File: config.mk
export PLATFORM = sky130hd
export DESIGN_NAME = odometer_string_enumerator
export DESIGN_NICKNAME = d
export VERILOG_FILES = /design/src/ose_pkg.sv /design/src/ose_ctrl.sv /design/src/ose_datapath.sv /design/src/odometer_string_enumerator.sv
export SDC_FILE = /design/constraint.sdc
export NUM_CORES = 1
export LEC_CHECK = 0
export BUFFER_PORTS_ARGS = -buffer_cell sky130_fd_sc_hd__buf_2
export CAP_MARGIN = 10
export CORE_MARGIN = 2
export CORE_UTILIZATION = 67
export DETAILED_ROUTE_END_ITERATION = 6
export PLACE_DENSITY = 0.85
export SETUP_SLACK_MARGIN = 0.05
export SYNTH_ARGS = -nofsm -noshare
export SYNTH_HDL_FRONTEND = slang
export SYNTH_SLANG_ARGS = --single-unit
File: constraint.sdc
create_clock -name clk -period 10.9 [get_ports clk]
set_input_delay 1.635 -clock clk [delete_from_list [all_inputs] [get_ports clk]]
set_output_delay 1.635 -clock clk [all_outputs]
set_load 0.005 [all_outputs]
File: src/ose_pkg.sv
// shared types and constants of the odometer string enumerator
`default_nettype none

package ose_pkg;

    // fixed field widths
    localparam int REQ_W      = 2;
    localparam int SYM_IDX_W  = 6;
    localparam int CHAR_W     = 8;
    localparam int CPOS_W     = 4;
    localparam int CFG_IDX_W  = 2;
    localparam int CFG_DATA_W = 32;
    localparam int ASIZE_W    = 7;
    localparam int LEN_CFG_W  = 5;
    localparam int COUNT_W    = 32;

    // request codes
    typedef enum logic [REQ_W-1:0] {
        REQ_NEXT    = 2'd0,
        REQ_RESTART = 2'd1,
        REQ_WRITE   = 2'd2
    } ose_req_t;

    // configuration register indexes
    localparam logic [CFG_IDX_W-1:0] CFG_ALPHABET_SIZE = 2'd0;
    localparam logic [CFG_IDX_W-1:0] CFG_MIN_LENGTH    = 2'd1;
    localparam logic [CFG_IDX_W-1:0] CFG_MAX_LENGTH    = 2'd2;
    localparam logic [CFG_IDX_W-1:0] CFG_MAX_COUNT     = 2'd3;

    // configuration reset values
    localparam logic [ASIZE_W-1:0]   ALPHABET_SIZE_RST = 7'd26;
    localparam logic [LEN_CFG_W-1:0] MIN_LENGTH_RST    = 5'd1;
    localparam logic [LEN_CFG_W-1:0] MAX_LENGTH_RST    = 5'd8;
    localparam logic [COUNT_W-1:0]   MAX_COUNT_RST     = 32'hFFFF_FFFF;

    // controller states
    typedef enum logic [1:0] {
        ST_IDLE,
        ST_EMIT,
        ST_DONE
    } ose_state_t;

    // controller to datapath
    typedef struct packed {
        logic restart;
        logic wr_sym;
        logic start_emit;
        logic issue_char;
        logic issue_done;
    } ose_cmd_t;

    // datapath to controller
    typedef struct packed {
        logic exhausted;
        logic last_pos;
        logic out_free;
    } ose_status_t;

endpackage

`default_nettype wire

File: src/ose_ctrl.sv
// controller state machine of the odometer string enumerator
`default_nettype none

module ose_ctrl (
    input  wire logic                           clk,
    input  wire logic                           rst_n,
    input  wire logic                           req_valid,
    output logic                                req_stall,
    input  wire logic [ose_pkg::REQ_W-1:0]      req_type,
    input  wire ose_pkg::ose_status_t           status,
    output ose_pkg::ose_cmd_t                   cmd
);
    import ose_pkg::*;

    ose_state_t state_reg;
    ose_state_t state_next;
    logic       take;

    assign take = (state_reg == ST_IDLE) && req_valid;

    always_ff @(posedge clk or negedge rst_n)
    begin
        if (!rst_n)
        begin
            state_reg <= ST_IDLE;
        end
        else
        begin
            state_reg <= state_next;
        end
    end

    // next state
    always_comb
    begin
        state_next = state_reg;
        unique case (state_reg)
            ST_IDLE:
            begin
                if (take && (req_type == REQ_NEXT))
                begin
                    state_next = status.exhausted ? ST_DONE : ST_EMIT;
                end
            end
            ST_EMIT:
            begin
                if (status.out_free && status.last_pos)
                begin
                    state_next = ST_IDLE;
                end
            end
            ST_DONE:
            begin
                if (status.out_free)
                begin
                    state_next = ST_IDLE;
                end
            end
            default:
            begin
                state_next = ST_IDLE;
            end
        endcase
    end

    // outputs
    always_comb
    begin
        req_stall      = (state_reg != ST_IDLE);
        cmd.restart    = take && (req_type == REQ_RESTART);
        cmd.wr_sym     = take && (req_type == REQ_WRITE);
        cmd.start_emit = take && (req_type == REQ_NEXT) && !status.exhausted;
        cmd.issue_char = (state_reg == ST_EMIT) && status.out_free;
        cmd.issue_done = (state_reg == ST_DONE) && status.out_free;
    end

endmodule

`default_nettype wire

File: src/ose_datapath.sv
// datapath: config registers, odometer digits, alphabet memory, result register
`default_nettype none

module ose_datapath #(
    parameter int MAX_LEN        = 16,
    parameter int ALPHABET_DEPTH = 64
) (
    input  wire logic                              clk,
    input  wire logic                              rst_n,
    input  wire logic                              cfg_we,
    input  wire logic [ose_pkg::CFG_IDX_W-1:0]     cfg_index,
    input  wire logic [ose_pkg::CFG_DATA_W-1:0]    cfg_wdata,
    input  wire logic [ose_pkg::SYM_IDX_W-1:0]     symbol_index,
    input  wire logic [ose_pkg::CHAR_W-1:0]        symbol_code,
    input  wire ose_pkg::ose_cmd_t                 cmd,
    output ose_pkg::ose_status_t                   status,
    output logic                                   res_valid,
    input  wire logic                              res_stall,
    output logic [ose_pkg::CHAR_W-1:0]             char_code,
    output logic [ose_pkg::CPOS_W-1:0]             char_position,
    output logic                                   is_last,
    output logic                                   done_res
);
    import ose_pkg::*;

    localparam int LW = $clog2(MAX_LEN + 1);
    localparam int PW = (MAX_LEN > 1) ? $clog2(MAX_LEN) : 1;
    localparam int DW = $clog2(ALPHABET_DEPTH);
    localparam int SW = $clog2(ALPHABET_DEPTH + 1);

    // configuration
    logic [ASIZE_W-1:0]   alphabet_size_reg;
    logic [LEN_CFG_W-1:0] min_length_reg;
    logic [LEN_CFG_W-1:0] max_length_reg;
    logic [COUNT_W-1:0]   max_count_reg;

    // enumeration state
    logic [DW-1:0]      digit_reg  [MAX_LEN];
    logic [DW-1:0]      digit_next [MAX_LEN];
    logic [LW-1:0]      length_reg, length_next;
    logic [COUNT_W-1:0] count_reg, count_next;
    logic               finished_reg, finished_next;
    logic               carry_reg, carry_next;
    logic [PW-1:0]      pos_reg, pos_next;

    // alphabet memory and result stage
    logic [CHAR_W-1:0]  alphabet_mem [ALPHABET_DEPTH];
    logic [CHAR_W-1:0]  rd_data_reg;
    logic               out_valid_reg;
    logic [CPOS_W-1:0]  out_pos_reg;
    logic               out_last_reg;
    logic               out_done_reg;

    logic [SW-1:0]      eff_size;
    logic [LW-1:0]      eff_min, eff_max, eff_hi;
    logic [DW-1:0]      cur_digit;
    logic [DW:0]        digit_inc;
    logic               wraps;

    function automatic logic [LW-1:0] clamp_len(input logic [LEN_CFG_W-1:0] v);
        logic [LW-1:0] r;
        if (v == '0)
        begin
            r = LW'(1);
        end
        else if (int'(v) > MAX_LEN)
        begin
            r = LW'(MAX_LEN);
        end
        else
        begin
            r = LW'(v);
        end
        return r;
    endfunction

    // effective limits
    always_comb
    begin
        if (alphabet_size_reg == '0)
        begin
            eff_size = SW'(1);
        end
        else if (int'(alphabet_size_reg) > ALPHABET_DEPTH)
        begin
            eff_size = SW'(ALPHABET_DEPTH);
        end
        else
        begin
            eff_size = SW'(alphabet_size_reg);
        end
        eff_min = clamp_len(min_length_reg);
        eff_hi  = clamp_len(max_length_reg);
        eff_max = (eff_hi < eff_min) ? eff_min : eff_hi;
    end

    assign cur_digit = digit_reg[pos_reg];
    assign digit_inc = {1'b0, cur_digit} + (DW+1)'(1);
    assign wraps     = !(digit_inc < (DW+1)'(eff_size));

    assign status.exhausted = finished_reg || (count_reg >= max_count_reg)
                              || (length_reg > eff_max);
    assign status.last_pos  = ((LW'(pos_reg) + LW'(1)) == length_reg);
    assign status.out_free  = !out_valid_reg || !res_stall;

    // configuration writes
    always_ff @(posedge clk or negedge rst_n)
    begin
        if (!rst_n)
        begin
            alphabet_size_reg <= ALPHABET_SIZE_RST;
            min_length_reg    <= MIN_LENGTH_RST;
            max_length_reg    <= MAX_LENGTH_RST;
            max_count_reg     <= MAX_COUNT_RST;
        end
        else if (cfg_we)
        begin
            unique case (cfg_index)
                CFG_ALPHABET_SIZE: alphabet_size_reg <= cfg_wdata[ASIZE_W-1:0];
                CFG_MIN_LENGTH:    min_length_reg    <= cfg_wdata[LEN_CFG_W-1:0];
                CFG_MAX_LENGTH:    max_length_reg    <= cfg_wdata[LEN_CFG_W-1:0];
                CFG_MAX_COUNT:     max_count_reg     <= cfg_wdata[COUNT_W-1:0];
                default:           max_count_reg     <= max_count_reg;
            endcase
        end
    end

    // odometer step: one position per issued character, carry rippling upward
    always_comb
    begin
        digit_next    = digit_reg;
        length_next   = length_reg;
        count_next    = count_reg;
        finished_next = finished_reg;
        carry_next    = carry_reg;
        pos_next      = pos_reg;
        if (cmd.restart)
        begin
            for (int i = 0; i < MAX_LEN; i++)
            begin
                digit_next[i] = '0;
            end
            length_next   = eff_min;
            count_next    = '0;
            finished_next = 1'b0;
        end
        else if (cmd.start_emit)
        begin
            pos_next   = '0;
            carry_next = 1'b1;
        end
        else if (cmd.issue_char)
        begin
            if (carry_reg)
            begin
                digit_next[pos_reg] = wraps ? '0 : digit_inc[DW-1:0];
                carry_next          = wraps;
            end
            if (status.last_pos)
            begin
                count_next = count_reg + COUNT_W'(1);
                // carry out of the top digit; every digit is already zero
                if (carry_reg && wraps)
                begin
                    if (length_reg < eff_max)
                    begin
                        length_next = length_reg + LW'(1);
                    end
                    else
                    begin
                        finished_next = 1'b1;
                    end
                end
            end
            else
            begin
                pos_next = pos_reg + PW'(1);
            end
        end
    end

    always_ff @(posedge clk or negedge rst_n)
    begin
        if (!rst_n)
        begin
            for (int i = 0; i < MAX_LEN; i++)
            begin
                digit_reg[i] <= '0;
            end
            length_reg   <= LW'(1);
            count_reg    <= '0;
            finished_reg <= 1'b0;
            carry_reg    <= 1'b0;
            pos_reg      <= '0;
        end
        else
        begin
            digit_reg    <= digit_next;
            length_reg   <= length_next;
            count_reg    <= count_next;
            finished_reg <= finished_next;
            carry_reg    <= carry_next;
            pos_reg      <= pos_next;
        end
    end

    // alphabet memory, registered read
    always_ff @(posedge clk)
    begin
        if (cmd.wr_sym && (int'(symbol_index) < ALPHABET_DEPTH))
        begin
            alphabet_mem[DW'(symbol_index)] <= symbol_code;
        end
        if (cmd.issue_char)
        begin
            rd_data_reg <= alphabet_mem[cur_digit];
        end
    end

    // result register
    always_ff @(posedge clk or negedge rst_n)
    begin
        if (!rst_n)
        begin
            out_valid_reg <= 1'b0;
        end
        else if (cmd.issue_char || cmd.issue_done)
        begin
            out_valid_reg <= 1'b1;
        end
        else if (!res_stall)
        begin
            out_valid_reg <= 1'b0;
        end
    end

    always_ff @(posedge clk)
    begin
        if (cmd.issue_char)
        begin
            out_pos_reg  <= CPOS_W'(pos_reg);
            out_last_reg <= status.last_pos;
            out_done_reg <= 1'b0;
        end
        else if (cmd.issue_done)
        begin
            out_pos_reg  <= '0;
            out_last_reg <= 1'b1;
            out_done_reg <= 1'b1;
        end
    end

    assign res_valid     = out_valid_reg;
    assign char_code     = out_done_reg ? '0 : rd_data_reg;
    assign char_position = out_pos_reg;
    assign is_last       = out_last_reg;
    assign done_res      = out_done_reg;

endmodule

`default_nettype wire

File: src/odometer_string_enumerator.sv
// top level of the odometer string enumerator
// usage:
//   request channel (req_valid/req_stall) carries one transaction per request:
//   next candidate, restart, or alphabet symbol write (symbol_index, symbol_code)
//   result channel (res_valid/res_stall) returns one transaction per character
//   of the current candidate, position 0 first, is_last on the final one; a
//   next request after the keyspace or max_count is used up returns a single
//   transaction with done_res and is_last set and zero char_code/char_position
//   timing: a candidate is issued one character per cycle while res_stall is low,
//   paced by the single read port of the alphabet memory; once the request is
//   taken the controller enters its emit state, and the first character is then
//   registered into the result register; restart and symbol writes return nothing
//   req_stall stays high while a candidate or done result is still being issued
//   a stalled result holds; issue pauses behind it and resumes when it leaves
//   reset: config back to defaults (26 symbols, lengths 1..8, max_count all ones),
//   odometer at length 1 with all digits zero; alphabet entries hold garbage
//   until written
//   config writes (cfg_we/cfg_index/cfg_wdata) belong in idle periods only
`default_nettype none

module odometer_string_enumerator #(
    parameter int MAX_LEN        = 16,
    parameter int ALPHABET_DEPTH = 64
) (
    input  wire logic                              clk,
    input  wire logic                              rst_n,
    // configuration
    input  wire logic                              cfg_we,
    input  wire logic [ose_pkg::CFG_IDX_W-1:0]     cfg_index,
    input  wire logic [ose_pkg::CFG_DATA_W-1:0]    cfg_wdata,
    // request channel
    input  wire logic                              req_valid,
    output logic                                   req_stall,
    input  wire logic [ose_pkg::REQ_W-1:0]         req_type,
    input  wire logic [ose_pkg::SYM_IDX_W-1:0]     symbol_index,
    input  wire logic [ose_pkg::CHAR_W-1:0]        symbol_code,
    // result channel
    output logic                                   res_valid,
    input  wire logic                              res_stall,
    output logic [ose_pkg::CHAR_W-1:0]             char_code,
    output logic [ose_pkg::CPOS_W-1:0]             char_position,
    output logic                                   is_last,
    output logic                                   done_res
);
    import ose_pkg::*;

    ose_cmd_t    cmd;
    ose_status_t status;

    // sequencing: request decode, per-character issue, done result
    ose_ctrl u_ctrl (
        .clk       (clk),
        .rst_n     (rst_n),
        .req_valid (req_valid),
        .req_stall (req_stall),
        .req_type  (req_type),
        .status    (status),
        .cmd       (cmd)
    );

    // odometer digits, counters, alphabet memory and result register
    ose_datapath #(
        .MAX_LEN        (MAX_LEN),
        .ALPHABET_DEPTH (ALPHABET_DEPTH)
    ) u_datapath (
        .clk           (clk),
        .rst_n         (rst_n),
        .cfg_we        (cfg_we),
        .cfg_index     (cfg_index),
        .cfg_wdata     (cfg_wdata),
        .symbol_index  (symbol_index),
        .symbol_code   (symbol_code),
        .cmd           (cmd),
        .status        (status),
        .res_valid     (res_valid),
        .res_stall     (res_stall),
        .char_code     (char_code),
        .char_position (char_position),
        .is_last       (is_last),
        .done_res      (done_res)
    );

endmodule

`default_nettype wire

==> metrics <==
Synth Flop Type edfxtp_1; status finished, final reports clean; Layout Cells excl Fill 3176; Hold Path Sink u_datapath.digit_reg[21]; post-cts sizing count 0; worst path required time 11.38 ns; H-Tree Depth 3; total power per unit cell area 210 mW/mm2; worst path bufs/invs 2; antenna violations before repair 4; Max-cap violations 0; final wirelength 75900 um; Die W 219 um; Final Wtd Congestion 0.933; Port Buffers 70; CP arrival 6.07 ns; vias in the first global route 20700; Worst Reg-to-Reg Cells 16; clk slew on worst S/H paths 0.06 ns; syn_nets 2585; Row Count 78; critical path peak fanout 60; Clock Latency Late Sink 0.62 ns; Die Ht 219 um; post-synthesis sequential area ratio 66.4%; clock power share 32.7%; Routed wire per std cell 23.9 um; Mapped Cells 2476; CP Depth 16; cell internal pwr 4.93 mW; Worst Hold Launch u_datapath.digit_reg[21]; Reg2Reg Setup Slack 5.31 ns; Syn-to-layout area delta 9.37%; Vias/cell 6.60; Final Setup Violations 0; critical-path cell list buf_4 > mux4_2 > mux2i_1 > a21o_4 > inv_4 > ha_1 > nand3_1 > xnor2_1 > ha_1 > nand3_1 > o22ai_1 > nor2_1 > o31a_1 > nor2b_1 > nand2_1 > o21ai_0; GRT Overall Usage 32.1%; clk_skew 0.0229 ns; Worst setup EP type register; TritonCTS clock tree built; DRC violations left 0; Slowest-stage cell, CP a21o_4; total clock buffers created by CTS 70; top cells by area, synth edfxtp_1 51%, dfrtp_1 12%, nand2_1 6.5%; Iter 0 DRT Violations 2843; count of unique library cells instantiated by Yosys 67; leakage dissipation 12.5 nW; Mapped Area 0.0311 mm2; CP top delay family compound AO/OA/AOI/OAI gates; Die Area 0.0481 mm2; hold crit path type register to register; Gate power share 22.8%; Tmin final 5.59 ns; crit share post-route 51.3%; CORE AREA 0.0456 mm2; commonest cells after routing, fill and taps aside 534 x nand2_1, 525 x edfxtp_1, 185 x nand3_1; crit-path max cell delay 0.59 ns; Reg-to-Reg Start u_datapath.pos_reg[0]; Post-DP HPWL 46400 um; CTS Root Cell clkbuf_16; hold-critical path depth 2; most common cell after layout, fill and taps aside nand2_1; DRT Pass-1 Iters 6; synthesized area per cell 12.5 um2; largest net degree at the start of global routing 134; first-pass GRT wire length 116000 um; sequential share of power 44.5%; Max-Slew Margin vs Limit 14.8%; sw frac 30.9%; CP Launch Type register; post-route setup TNS 0 ns; CTS sink cnt 717; clk buf depth 3; post-synth top area share 50.8%; grt ovf 0; diodes inserted 0; setup bufs post-CTS 0; Post-synth ARST share 26.6%; DR vias 21000; RSZ-0062 raised after global routing no; placed cells 3055; layout cells sized above 1 12.5%; fin. max-slew vios 0; Nets 2636; # IOs 71; max frequency 179 MHz; Post-synth EDFFs 525; Seq cells post-synth 717; CP Class register to register; post-route ant nets 0; Hold Vio Cnt, Final 0; max FFs per register 512; IR drop worst, VDD 0.180 mV; NetSw 2.21 mW; worst slew pin tran 1.27 ns; initial core utilization 68.1%; CTS hold repair buffers 0; Critical R2R Capture u_datapath.digit_reg[47]; area leader, netlist edfxtp_1; synth warn 0
power by group through the flow:
stage | registers [mW] | clock network, mW | logic, mW
3_3_place_gp | 3.22 | 0 | 1.51
5_1_grt | 3.19 | 2.44 | 1.77
2_1_floorplan | 3.20 | 0 | 1.14
6_report | 3.18 | 2.34 | 1.63
4_1_cts | 3.17 | 2.34 | 1.60
3_5_place_dp | 3.23 | 0 | 1.58
cell families (layout without fill, tap and decap cells):
kind of cell	Yosys count	count (layout)	share of synthesized area, %
XOR/XNOR	31	31	0.874
multiplexers	219	219	8.40
flip-flops	717	717	66.4
AO/OA/AOI/OAI	296	296	5.75
buffers and inverters	171	271	2.53
AND/OR/NAND/NOR	988	988	13.9
adder cells (fa/ha/maj)	54	54	2.18
synthesized netlist by cell type, types with 6 or more instances:
cell,instances
inv_1,57
xnor2_1,19
mux2_1,7
o21ai_1,14
mux2_2,53
a22oi_1,7
nand3b_1,9
a21oi_1,59
mux2_4,8
nor2b_1,19
clkbuf_1,43
buf_1,17
buf_4,6
a21o_1,16
buf_6,10
o21ai_0,126
a211oi_1,10
or4_1,7
mux2i_1,127
a221o_1,7
nand4_1,29
edfxtp_1,525
nand2b_1,11
dfstp_2,38
and2_1,7
and3_1,14
a32oi_1,13
nand3_1,185
nor2_1,127
ha_1,54
or3_1,16
dfrtp_1,153
buf_2,36
a31oi_1,15
xor2_1,12
nand2_1,535
nor3_1,16
mux4_2,24
area by class of cell:
type / count / area, um2
Sequential cell: 717 / 20600
Fill cell: 2711 / 11600
Multi-Input combinational cell: 1588 / 9690
Clock buffer: 99 / 1930
Tap cell: 600 / 751
Timing Repair Buffer: 91 / 517
Clock inverter: 22 / 239
Inverter: 59 / 225
metal layers:
layer | share of wire, % | up-vias | track usage (%)
li1 | - | 9059 | -
met1 | 36 | 10300 | 41.3
met2 | 49 | 1383 | 52.8
met3 | 11 | 269 | 7.57
met4 | 4.5 | 4 | 13.6
met5 | 0.028 | - | 0
per-stage QoR:
step | utilization, % | area [um2] | hold slack, ns | setup slack, ns | power, mW
2_1_floorplan | - | 31100 | 0.445 | 6.52 | 4.33
3_3_place_gp | 69.8 | 31800 | 0.456 | 5.62 | 4.73
3_5_place_dp | 69.8 | 31800 | 0.469 | 5.44 | 4.81
4_1_cts | 74.5 | 34000 | 0.482 | 5.29 | 7.11
5_1_grt | 74.5 | 34000 | 0.506 | 4.90 | 7.40
6_report | 74.5 | 34000 | 0.480 | 5.31 | 7.14
how the worst max path moves through the flow:
stage                           from  slack (ns)                        to
6_report       u_datapath.pos_reg[0]        5.31  u_datapath.digit_reg[47]
3_3_place_gp   u_datapath.pos_reg[0]        5.62   u_datapath.digit_reg[5]
4_1_cts        u_datapath.pos_reg[0]        5.29  u_datapath.digit_reg[47]
3_5_place_dp   u_datapath.pos_reg[0]        5.44  u_datapath.digit_reg[47]
2_1_floorplan  u_datapath.pos_reg[0]        6.52  u_datapath.length_reg[3]
5_1_grt        u_datapath.pos_reg[0]        4.90  u_datapath.digit_reg[47]
worst register-to-register path, delay by kind of cell (launching register included):
| kind | cells | cell delay [ns] |
|---|---|---|
| simple gates | 5 | 1.28 |
| buf+inv | 2 | 0.89 |
| flops | 1 | 0.35 |
| fa+ha+maj | 2 | 0.62 |
| xor+xnor | 1 | 0.18 |
| mux | 2 | 0.82 |
| compound gates | 4 | 1.34 |
(Power assumes the default switching activity.)
